$ cat config.mk
export PLATFORM = sky130hd
export DESIGN_NAME = fxa_front
export DESIGN_NICKNAME = d
export VERILOG_FILES = /design/src/rtl/fxa_pkg.sv /design/src/rtl/fxa_front.sv
export SDC_FILE = /design/constraint.sdc
export NUM_CORES = 1
export LEC_CHECK = 0
export BUFFER_PORTS_ARGS = -buffer_cell sky130_fd_sc_hd__buf_2
export CORE_MARGIN = 4
export CORE_UTILIZATION = 44
export CTS_CLUSTER_DIAMETER = 100
export DETAILED_ROUTE_END_ITERATION = 6
export GPL_TIMING_DRIVEN = 0
export HOLD_SLACK_MARGIN = 0.05
export PLACE_DENSITY_LB_ADDON = 0.2
export RECOVER_POWER = 100
export REMOVE_ABC_BUFFERS = 1
export SLEW_MARGIN = 10
export SYNTH_ARGS = -nofsm -noshare
export SYNTH_HDL_FRONTEND = slang
export SYNTH_SLANG_ARGS = --single-unit
export TNS_END_PERCENT = 50
$ cat constraint.sdc
create_clock -name clock -period 10.6 [get_ports clock]
set_input_delay 0.53 -clock clock [delete_from_list [all_inputs] [get_ports clock]]
set_output_delay 0.53 -clock clock [all_outputs]
set_load 0.01 [all_outputs]
$ cat src/rtl/fxa_pkg.sv
// ---------------------------------------------------------------------------
// Fixnum ALU package
// Beat types, opcodes and shared helpers.
// ---------------------------------------------------------------------------
`timescale 1ns / 1ps

package fxa_pkg;

   typedef enum logic [3:0] {
      OP_ADD      = 4'd0,
      OP_SUB      = 4'd1,
      OP_MUL      = 4'd2,
      OP_FLOORDIV = 4'd3,
      OP_REM      = 4'd4,
      OP_CMP      = 4'd5,
      OP_EQ       = 4'd6,
      OP_LT       = 4'd7,
      OP_LE       = 4'd8,
      OP_GT       = 4'd9,
      OP_GE       = 4'd10,
      OP_AND      = 4'd11,
      OP_OR       = 4'd12,
      OP_NOT      = 4'd13,
      OP_NEG      = 4'd14,
      OP_ABS      = 4'd15
   } opcode_type;

   localparam logic CSR_PRODUCT_MIN = 1'b0;
   localparam logic CSR_PRODUCT_MAX = 1'b1;

   typedef struct packed {
      logic [3:0]         opcode;
      logic signed [63:0] operand_a;
      logic signed [63:0] operand_b;
   } req_type;

   typedef struct packed {
      logic signed [63:0] result_value;
      logic               overflow;
      logic               error_code;
   } rsp_type;

   // per-beat context carried down the pipe
   typedef struct packed {
      logic [3:0]  opcode;
      logic [63:0] value;
      logic        ovf;
      logic        a_neg;
      logic        b_neg;
      logic        b_zero;
   } ctx_type;

   // keep bits [msb:0], sign-extend to 64
   function automatic logic [63:0] sext_bits(input logic [63:0] x, input logic [5:0] msb);
      logic [63:0] r;
      for (int i = 0; i < 64; i++) begin
         r[i] = (6'(i) <= msb) ? x[i] : x[msb];
      end
      return r;
   endfunction

endpackage

$ cat src/rtl/fxa_front.sv
// ---------------------------------------------------------------------------
// Fixnum ALU front stage
// Operand narrowing, magnitudes, and the results of all opcodes but mul and divide.
// ---------------------------------------------------------------------------
`timescale 1ns / 1ps

module fxa_front #(
   parameter int DATA_BITS = 64
) (
   input  logic             clock,
   input  logic             reset,
   input  logic             adv,
   input  logic             in_valid,
   input  fxa_pkg::req_type req,
   output logic             out_valid,
   output fxa_pkg::ctx_type ctx,
   output logic [63:0]      ma,
   output logic [63:0]      mb
);
   import fxa_pkg::*;

   localparam logic [5:0]  MSB      = 6'(DATA_BITS - 1);
   localparam logic [63:0] SIGN_BIT = 64'd1 << (DATA_BITS - 1);
   localparam logic [63:0] MIN_VAL  = ~(SIGN_BIT - 64'd1);

   logic [63:0] a, b, sum, dif, neg_a;
   logic        lt, gt, eq, add_ovf, sub_ovf, a_min;
   logic        valid_ff;
   ctx_type     ctx_in, ctx_ff;
   logic [63:0] ma_in, mb_in, ma_ff, mb_ff;

   always_comb begin
      a       = sext_bits(req.operand_a, MSB);
      b       = sext_bits(req.operand_b, MSB);
      sum     = a + b;
      dif     = a - b;
      neg_a   = 64'd0 - a;
      lt      = $signed(a) < $signed(b);
      gt      = $signed(b) < $signed(a);
      eq      = (a == b);
      a_min   = (a == MIN_VAL);
      add_ovf = (((a ^ sum) & (b ^ sum)) >> 63) != 64'd0 || sext_bits(sum, MSB) != sum;
      sub_ovf = (((a ^ b) & (a ^ dif)) >> 63) != 64'd0 || sext_bits(dif, MSB) != dif;
      ma_in   = a[63] ? neg_a : a;
      mb_in   = b[63] ? (64'd0 - b) : b;

      ctx_in        = '0;
      ctx_in.opcode = req.opcode;
      ctx_in.a_neg  = a[63];
      ctx_in.b_neg  = b[63];
      ctx_in.b_zero = (b == 64'd0);
      case (opcode_type'(req.opcode))
         OP_ADD: begin
            ctx_in.value = sum;
            ctx_in.ovf   = add_ovf;
         end
         OP_SUB: begin
            ctx_in.value = dif;
            ctx_in.ovf   = sub_ovf;
         end
         OP_CMP: ctx_in.value = lt ? '1 : (eq ? 64'd0 : 64'd1);
         OP_EQ:  ctx_in.value = 64'(eq);
         OP_LT:  ctx_in.value = 64'(lt);
         OP_LE:  ctx_in.value = 64'(!gt);
         OP_GT:  ctx_in.value = 64'(gt);
         OP_GE:  ctx_in.value = 64'(!lt);
         OP_AND: ctx_in.value = a & b;
         OP_OR:  ctx_in.value = a | b;
         OP_NOT: ctx_in.value = ~a;
         OP_NEG: begin
            ctx_in.value = neg_a;
            ctx_in.ovf   = a_min;
         end
         OP_ABS: begin
            ctx_in.value = ma_in;
            ctx_in.ovf   = a_min;
         end
         default: ctx_in.value = 64'd0;  // mul and divide finish later
      endcase
   end

   always_ff @(posedge clock) begin
      if (reset) begin
         valid_ff <= 1'b0;
      end else if (adv) begin
         valid_ff <= in_valid;
      end
      if (adv) begin
         ctx_ff <= ctx_in;
         ma_ff  <= ma_in;
         mb_ff  <= mb_in;
      end
   end

   assign out_valid = valid_ff;
   assign ctx       = ctx_ff;
   assign ma        = ma_ff;
   assign mb        = mb_ff;

endmodule

==> metrics.md <==
| Metric | Value |
|---|---|
| DRT iter0 DRCs | `2265` |
| CP Capture Type | `flip-flop` |
| Data required, critical path | `10890 ps` |
| Setup repair bufs after CTS | `0` |
| M3 GR Usage | `5.211%` |
| Die area | `54740 um2` |
| Outcome | `finished, violations left` |
| Async S/R FF share, synth | `0%` |
| Post-synth top area share | `26.73%` |
| Detailed Place HPWL | `71550 um` |
| WL/cell | `25.47 um` |
| # setup viols final | `0` |
| Core Rows | `82` |
| Vias in the first global route | `22040` |
| Synthesized area | `22470 um2` |
| Final period utilization | `73.36%` |
| Initial Utilization | `44.69%` |
| Peak VDD IR | `0.1126 mV` |
| Drt drc | `0` |
| CTS root buf | `clkbuf_16` |
| Final Instance Count excl. Fillers | `3642` |
| Leakage power | `9.754 nW` |
| WHS Path Cells | `2` |
| Pre-CTS setup slack | `3938 ps` |
| GRT busiest layer | `met2` |
| Origin of the critical flop-to-flop path | `out_valid` |
| Failing checks | `capacitance limit, slew limit` |
| Post-layout util | `50.02%` |
| Worst Skew | `0 ps` |
| Crit-path max FO | `30` |
| WHS | `129.5 ps` |
| Post-route minimum period | `7776 ps` |
| TritonCTS clock tree | `yes` |
| EDFF count, synth | `200` |
| Worst-path clk slew | `60 ps` |
| Distinct cells, synth | `95` |
| DP Area | `24870 um2` |
| Max Buffers Root-to-Sink | `3` |
| Die Wd | `234.0 um` |
| Synth area leader | `edfxtp_1` |
| Kind of critical path | `in2reg` |
| Slew @ Worst Pin | `5555 ps` |
| Count leader, synth | `ha_1` |
| Most common library cells after synthesis | `ha_1, nand2_1, a21oi_1` |
| # IOs | `337` |
| Final wirelength | `92750 um` |
| CP Launch Type | `input pin` |
| Die height | `234.0 um` |
| Layout Nets | `3351` |
| Via density | `6.304` |
| Syn Area/Cell | `8.212 um2` |
| Final Hold Vio Count | `0` |
| GRT met1 Usage | `44.98%` |
| Core area | `50270 um2` |
| Total Routing Usage GR | `32.30%` |
| Synthesis-to-layout area growth | `11.91%` |
| Reg2reg end | `out_valid` |
| Worst EP arrival | `8060 ps` |
| Slack of the critical path | `2824 ps` |
| R2R cell count | `2` |
| H-tree depth | `1` |
| First-pass iteration count of the detailed router | `6` |
| Detail Route Antenna Nets | `0` |
| Largest cells by area after synthesis | `edfxtp_1, ha_1, xnor2_1, a21oi_1, nand2_1` |
| Min-Delay Endpoint | `out_valid` |
| Clk_lat worst skew | `550 ps` |
| Initial antenna violation count | `2` |
| First-pass GRT wire length | `137300 um` |
| Synth Warn # | `0` |
| FF-to-FF setup slack | `9920 ps` |
| Worst Hold Launch | `reset` |
| Gp weighted congestion | `0.9768` |
| Power Dens Cells | `110.8 nW/um2` |
| Final Max Tran Viols | `247` |
| Max-Cap Viols | `7` |
| Ys flop type | `edfxtp_1` |
| Hold Crit Class | `in2reg` |
| Post-synthesis register bit count | `201` |
| Post-Syn Instances | `2736` |
| Rel. slew slack | `-270.4%` |
| Met2 Usage GRT | `51.02%` |
| Seq/Total Area, Yosys | `26.82%` |
| Vias | `22960` |
| DP Cell Count | `3599` |
| Post-route cell area | `25150 um2` |
| Post-CTS sizing | `0` |
| IO buf count | `336` |
| Total CTS buffers | `23` |
| Layout cell share with drive strength beyond 1 | `7.889%` |
| Fmax | `128.6 MHz` |
| Unrepaired setup endpoints after global routing | `no` |
| # hold bufs at CTS | `0` |
| Grt ovf | `0` |
| Largest net degree at the start of global routing | `104` |
| # clock sinks | `201` |
[worst max-delay path by stage]
stage              from      end  slack [ps]  depth (start not counted)
3_3_place_gp   req[128]  ctx[66]        -500                         11
3_5_place_dp    req[63]  ctx[66]        3940                         15
2_1_floorplan  req[128]  ctx[66]        5410                         10
5_1_grt        req[127]  ctx[26]        2460                         15
6_report       req[127]  ctx[26]        2820                         15
4_1_cts         req[63]  ctx[66]        4620                         15
[logic make-up (layout without fill, tap and decap cells)]
| group | Yosys count | in the layout | synth area share (%) |
|---|---|---|---|
| buffers and inverters | 374 | 604 | 6.471 |
| XOR/XNOR | 216 | 216 | 8.420 |
| flip-flops | 201 | 201 | 26.82 |
| AND/OR/NAND/NOR | 801 | 801 | 17.23 |
| adder cells (fa/ha/maj) | 263 | 263 | 14.71 |
| multiplexers | 10 | 10 | 0.4455 |
| other | 0 | 4 | 0 |
| AO/OA/AOI/OAI | 871 | 871 | 25.90 |
[area by class of cell]
class | instances | area [um2]
fill | 5064 | 25130
inverter | 205 | 769.5
antenna | 4 | 10.01
sequential | 201 | 6026
clock buffer | 27 | 590.6
timing repair buffer | 360 | 1805
multi-input combinational | 2161 | 15020
tap | 672 | 840.8
clock inverter | 12 | 87.58
[sequential cells by signal (all words and copies together) (netlist names)]
signal,cells
ctx,72
out_valid,1
mb,64
ma,64
[per-layer routing]
layer | vias to the layer above | share of wire, %
met5 | - | 0
met4 | 0 | 3.7
met3 | 204 | 8.6
met2 | 1135 | 45
met1 | 11140 | 43
li1 | 10480 | -
[stage by stage]
step | power [mW] | TNS (ps)
after floorplan | 1.619 | 0
after global placement | 2.035 | -2340
after detailed placement | 2.048 | 0
after CTS | 2.806 | 0
after global routing | 2.928 | 0
final | 2.786 | 0
[power by group]
part / internal [mW] / total (mW) / switching [mW]
Clock: 0.419 / 0.750 / 0.331
Sequential: 0.988 / 1.01 / 0.0251
Combinational: 0.334 / 1.02 / 0.690
Total: 1.74 / 2.79 / 1.05
[critical path, stage by stage]
cell      delay [ps]
clkbuf_1        1130
inv_1           1000
ha_1             760
nor4_1           370
nand2_1          260
nor3_1           550
o31ai_1          160
a31oi_1          400
or3_1            240
nand2_1          100
nand2_1          690
clkbuf_1        1220
o221ai_1         310
nor2_1           160
o21ai_0          130
[placed cells by master, fill, tap and decap left out, drive strengths merged, types with 19 or more instances in the layout]
cell / count
xnor2: 213
o221ai: 73
ha: 261
nand2b: 21
o22ai: 21
nand4: 54
o31ai: 62
nor2: 191
edfxtp: 200
nor3: 61
a221oi: 20
nor4: 48
a21oi: 236
o21bai: 43
o21ai: 185
nor2b: 24
or3: 22
inv: 203
clkbuf: 243
nand3: 63
o211ai: 20
or2: 21
buf: 144
o41ai: 19
nand2: 257
a211oi: 35
No activity file was read; power rests on OpenSTA's default activity.
