[config.mk]
export PLATFORM = sky130hd
export DESIGN_NAME = fxa_back
export DESIGN_NICKNAME = d
export VERILOG_FILES = /design/src/rtl/fxa_pkg.sv /design/src/rtl/fxa_back.sv
export SDC_FILE = /design/constraint.sdc
export NUM_CORES = 1
export LEC_CHECK = 0
export ABC_AREA = 1
export BUFFER_PORTS_ARGS = -buffer_cell sky130_fd_sc_hd__buf_4
export CAP_MARGIN = 20
export CORE_MARGIN = 4
export CORE_UTILIZATION = 50
export CTS_CLUSTER_DIAMETER = 30
export CTS_CLUSTER_SIZE = 25
export DETAILED_ROUTE_END_ITERATION = 16
export PLACE_DENSITY = 0.74
export SLEW_MARGIN = 20
export SYNTH_ARGS = -nofsm -noshare
export SYNTH_HDL_FRONTEND = slang
export SYNTH_SLANG_ARGS = --single-unit
[constraint.sdc]
create_clock -name clock -period 10.7 [get_ports clock]
set_clock_uncertainty 0.2 [all_clocks]
set_input_delay 1.07 -clock clock [delete_from_list [all_inputs] [get_ports clock]]
set_output_delay 1.07 -clock clock [all_outputs]
set_load 0.01 [all_outputs]
[src/rtl/fxa_pkg.sv]
// ---------------------------------------------------------------------------
// Fixnum ALU package
// Beat types, opcodes and shared helpers.
// ---------------------------------------------------------------------------
`timescale 1ns / 1ps

package fxa_pkg;

   typedef enum logic [3:0] {
      OP_ADD      = 4'd0,
      OP_SUB      = 4'd1,
      OP_MUL      = 4'd2,
      OP_FLOORDIV = 4'd3,
      OP_REM      = 4'd4,
      OP_CMP      = 4'd5,
      OP_EQ       = 4'd6,
      OP_LT       = 4'd7,
      OP_LE       = 4'd8,
      OP_GT       = 4'd9,
      OP_GE       = 4'd10,
      OP_AND      = 4'd11,
      OP_OR       = 4'd12,
      OP_NOT      = 4'd13,
      OP_NEG      = 4'd14,
      OP_ABS      = 4'd15
   } opcode_type;

   localparam logic CSR_PRODUCT_MIN = 1'b0;
   localparam logic CSR_PRODUCT_MAX = 1'b1;

   typedef struct packed {
      logic [3:0]         opcode;
      logic signed [63:0] operand_a;
      logic signed [63:0] operand_b;
   } req_type;

   typedef struct packed {
      logic signed [63:0] result_value;
      logic               overflow;
      logic               error_code;
   } rsp_type;

   // per-beat context carried down the pipe
   typedef struct packed {
      logic [3:0]  opcode;
      logic [63:0] value;
      logic        ovf;
      logic        a_neg;
      logic        b_neg;
      logic        b_zero;
   } ctx_type;

   // keep bits [msb:0], sign-extend to 64
   function automatic logic [63:0] sext_bits(input logic [63:0] x, input logic [5:0] msb);
      logic [63:0] r;
      for (int i = 0; i < 64; i++) begin
         r[i] = (6'(i) <= msb) ? x[i] : x[msb];
      end
      return r;
   endfunction

endpackage

[src/rtl/fxa_back.sv]
// ---------------------------------------------------------------------------
// Fixnum ALU result stage
// Floor/truncate fix-up, divide-by-zero report, final wrap; output register.
// ---------------------------------------------------------------------------
`timescale 1ns / 1ps

module fxa_back #(
   parameter int DATA_BITS = 64
) (
   input  logic                 clock,
   input  logic                 reset,
   input  logic                 adv,
   input  logic                 in_valid,
   input  fxa_pkg::ctx_type     in_ctx,
   input  logic [DATA_BITS-1:0] quo,
   input  logic [DATA_BITS-1:0] rem,
   output logic                 out_valid,
   output fxa_pkg::rsp_type     out_rsp
);
   import fxa_pkg::*;

   localparam logic [5:0]  MSB      = 6'(DATA_BITS - 1);
   localparam logic [63:0] SIGN_BIT = 64'd1 << (DATA_BITS - 1);

   logic [63:0] q64, rm64, r;
   logic        differ, ovf, err;
   logic        valid_ff;
   rsp_type     rsp_in, rsp_ff;

   always_comb begin
      q64    = 64'(quo);
      rm64   = 64'(rem);
      differ = in_ctx.a_neg != in_ctx.b_neg;
      r      = in_ctx.value;
      ovf    = in_ctx.ovf;
      err    = 1'b0;
      case (opcode_type'(in_ctx.opcode))
         OP_FLOORDIV: begin
            if (in_ctx.b_zero) begin
               r   = 64'd0;
               ovf = 1'b0;
               err = 1'b1;
            end else begin
               ovf = !differ && (q64 > SIGN_BIT - 64'd1);
               r   = differ ? (64'd0 - q64 - 64'(rm64 != 64'd0)) : q64;
            end
         end
         OP_REM: begin
            ovf = 1'b0;
            if (in_ctx.b_zero) begin
               r   = 64'd0;
               err = 1'b1;
            end else begin
               r = in_ctx.a_neg ? (64'd0 - rm64) : rm64;
            end
         end
         default: err = 1'b0;
      endcase
      rsp_in.result_value = sext_bits(r, MSB);
      rsp_in.overflow     = ovf;
      rsp_in.error_code   = err;
   end

   always_ff @(posedge clock) begin
      if (reset) begin
         valid_ff <= 1'b0;
      end else if (adv) begin
         valid_ff <= in_valid;
      end
      if (adv) begin
         rsp_ff <= rsp_in;
      end
   end

   assign out_valid = valid_ff;
   assign out_rsp   = rsp_ff;

endmodule

==> results.yml <==
synth:
  post-synth-top-area-fraction: 0.237
  syn-cell-area_sq_um: 12400
  synth_fp_nets: 2548
  ys_seq_elements: 67
  synthXorXnorAreaFrac: 0.0233
  synth-compound-area-share: 0.118
  ys_dominant_reg_cell: "sky130_fd_sc_hd__edfxtp_1"
  synth.avg_cell_area_sq_um: 5.52
  synth_enable_flop_cells: 66
  synth_top_family_by_area: "simple AND/OR/NAND/NOR gates"
  synth-seq-area-share: 0.161
  synth-simple-area-share: 0.455
  synthDominantAreaCellType: "sky130_fd_sc_hd__nand2_1"
  post_synth_inst_count: 2245
  synth_fa_ha_area_frac: 0.0999
  proportion_of_synthesized_area_in_mux_cells: 0.000807
  yosys-top-cells-area: "sky130_fd_sc_hd__nand2_1 (24%), sky130_fd_sc_hd__edfxtp_1 (16%), sky130_fd_sc_hd__inv_1 (13%), sky130_fd_sc_hd__ha_1 (10%), sky130_fd_sc_hd__nand3_1 (7.0%)"
  async_flop_share: 0
  ys.warnings.count: 0
  synth.lib_cells_used.distinct: 49
setup_path:
  critical_path.most_common_cell: "sky130_fd_sc_hd__nand2_1"
  worstSetupStartpointType: "primary input"
  worst_path_max_delay_cell: "sky130_fd_sc_hd__o21ai_0"
  crit_path_max_fanout: 5
  critPathArrivalTime_ns: 5.01
  required_arrival_time_at_the_worst_endpoint_ns: 10.57
  critical_path.max_stage_delay_ns: 0.51
  critical_path.reg2reg.endpoint: "out_valid"
  timing.reg2reg.worst_path_depth: 2
  r2r_slack_ns: 9.85
  worst_r2r_startpoint: "out_valid"
  category_of_the_critical_setup_timing_path: "in2reg"
  timing.critical_path.to_type: "flip-flop"
layout:
  drive_above_1_share: 0.143
  final_util: 0.616
  area_growth_pct: 21.1
  most-common-layout-cells: "sky130_fd_sc_hd__nand2_1 (781), sky130_fd_sc_hd__inv_1 (412), sky130_fd_sc_hd__buf_4 (276)"
  num_antenna_cells: 0
  nNetsFinal: 2793
  stdcell_area_sq_um: 15000
  layout.cells.most_common: "sky130_fd_sc_hd__nand2_1"
  fillers: 2473
clock_tree:
  htree_num_levels: 3
  ctsHoldBuffers: 0
  clock_sink_count: 67
  cts_repair_resize_count: 0
  clockRootBuffer: "sky130_fd_sc_hd__clkbuf_16"
  clk-insertion-delay-late_ns: 0.35
  cts_tree: "yes"
  cts.path.max_buffers: 2
  post-cts-setup-buffer-count: 0
  clkTransAtPathRegs_ns: 0.06
  cts_inserted_buffers: 9
status:
  outcome: "completed"
floorplanning:
  die_x_um: 165
  core_area_sq_um: 24400
  dieHeight_um: 165
  die_area_sq_um: 27400
  io_pins: 271
  num_rows: 57
  floorplan.initialDensity: 0.508
run:
  max-cap-violations: 0
drt:
  drt_pass1_iterations: 7
  via_density_per_instance: 5.54
  drt.antenna.violating_nets: 0
  routed_wire_length_per_instance_um: 18.6
  drt_iter0_markers: 1678
  routed_wl_um: 52600
  via_count: 15600
  remaining_drc_errors: 0
power_and_ir_drop:
  p_leak_nw: 8.33
  ir_worst_vdd_uv: 65.7
  pwr_density_cell_nw_per_um2: 80.4
place:
  place.gp.congestion: 1.06
  post_dp_cell_area_sq_um: 14700
  dp_hpwl_um: 44200
  io_buffers: 270
timing:
  tns_ns: 0
  drv_slew: 0
  maxSlewHeadroom: 0.339
  finalSetupViolations: 0
  layout_worst_path_cycle_share: 0.480
  grt_setup_unrepaired: "false"
  finalWorstPathRequiredPeriod_ns: 5.13
  clock.fmax_ghz: 0.195
  transition_at_the_pin_with_the_smallest_max_transition_slack_ns: 0.991
  hold_violations: 0
global_route:
  globalRouteTotalUtil: 0.369
  global_route_wire_length_before_repair_um: 77200
  number_of_antenna_violations_at_the_first_check_in_global_routing: 0
  pin_count_of_the_biggest_net_entering_global_routing: 83
  number_of_global_route_vias_before_repair: 14200
  grt-ovfl-total: 0
worst_hold_path:
  worst_hold_path_type: "reg2reg"
  hold_path.startpoint: "out_valid"
  worst_hold_path_cells: 2
  endpoint_of_the_worst_hold_path: "out_valid"
cells in the mapped netlist (2+ instances only):
master                      count
sky130_fd_sc_hd__ha_1          99
sky130_fd_sc_hd__o211ai_1      10
sky130_fd_sc_hd__nand2_1      782
sky130_fd_sc_hd__nand2_4        3
sky130_fd_sc_hd__o311ai_1       6
sky130_fd_sc_hd__or2_2          3
sky130_fd_sc_hd__nand3_1      173
sky130_fd_sc_hd__nor2_2        11
sky130_fd_sc_hd__o21ai_1       14
sky130_fd_sc_hd__edfxtp_1      66
sky130_fd_sc_hd__a21oi_1      139
sky130_fd_sc_hd__buf_2         10
sky130_fd_sc_hd__o2111ai_1      5
sky130_fd_sc_hd__and2_1         2
sky130_fd_sc_hd__o21ai_0       66
sky130_fd_sc_hd__nor3_1        27
sky130_fd_sc_hd__nand2_2       10
sky130_fd_sc_hd__and3_1         3
sky130_fd_sc_hd__nand3_4        2
sky130_fd_sc_hd__inv_2          8
sky130_fd_sc_hd__nor3_2         4
sky130_fd_sc_hd__buf_1          4
sky130_fd_sc_hd__nor2_1       229
sky130_fd_sc_hd__o21a_1         5
sky130_fd_sc_hd__buf_4          3
sky130_fd_sc_hd__nor4_1         2
sky130_fd_sc_hd__nand3b_1       6
sky130_fd_sc_hd__inv_1        413
sky130_fd_sc_hd__nand3_2        3
sky130_fd_sc_hd__clkbuf_1      26
sky130_fd_sc_hd__a21o_1         3
sky130_fd_sc_hd__xor2_1        32
sky130_fd_sc_hd__nor2_4        11
sky130_fd_sc_hd__nand4_1       41
sky130_fd_sc_hd__o21bai_1      10
logic make-up (layout without fill, tap and decap cells):
kind of cell	Yosys count	after routing
DFF	67	67
adders and majority gates	99	99
and+or+nand+nor	1317	1317
AOI/OAI and AO/OA	264	264
buffers and inverters	464	714
muxes	1	1
xor gates and xnor gates	33	33
cell type report:
type | count | area (sq um) | share of cell area
clock buffers | 10 | 239 | 0.0159
clock inverters | 6 | 63.8 | 0.00425
inverters | 421 | 1580 | 0.105
multi-input cells | 1714 | 8640 | 0.575
flip-flops and latches | 67 | 2000 | 0.133
well taps | 324 | 405 | 0.0270
repair buffers | 277 | 2090 | 0.139
metrics by stage:
step	instances	hold slack [ns]	total power, mW	setup WS, ns
after CTS	2818	0.380	1.20	5.64
after global placement	2802	0.277	0.882	5.43
after detailed placement	2802	0.356	0.888	5.27
after global routing	2819	0.408	1.28	5.27
final	2819	0.370	1.21	5.57
after floorplan	2245	0.328	0.654	6.47
worst max path at each step:
stage	startpoint	to	slack, ns	cells past startpoint
4_1_cts	rem[0]	out_rsp[19]	5.64	25
6_report	rem[0]	out_rsp[19]	5.57	25
3_5_place_dp	rem[0]	out_rsp[19]	5.27	25
5_1_grt	rem[0]	out_rsp[51]	5.27	27
2_1_floorplan	rem[0]	out_rsp[37]	6.47	26
3_3_place_gp	rem[0]	out_rsp[19]	5.43	25
worst max-delay path: cells and delay by family:
kind | cells | cell delay, ns
xor+xnor | 1 | 0.10
simple gates | 15 | 2.02
compound gates | 1 | 0.51
buf+inv | 4 | 0.37
fa+ha+maj | 4 | 0.94
routing by layer:
layer	routed length [um]	track usage	vias to the layer above
met1	20400	0.471	6917
met4	3900	0.240	0
met2	23300	0.583	950
met3	5050	0.0516	161
met5	0	0	-
li1	-	-	7576
power by group:
| group | switching, mW | total, mW | internal [mW] | leakage, nW |
|---|---|---|---|---|
| clock | 0.125 | 0.312 | 0.187 | 0.145 |
| sequential | 0.0129 | 0.331 | 0.318 | 0.652 |
| combinational | 0.357 | 0.565 | 0.208 | 7.53 |
| total | 0.495 | 1.21 | 0.713 | 8.33 |
registers in the layout, summed over array words and instances (netlist names):
| name | flops |
|---|---|
| out_valid | 1 |
| out_rsp | 66 |
(Power assumes the default switching activity.)
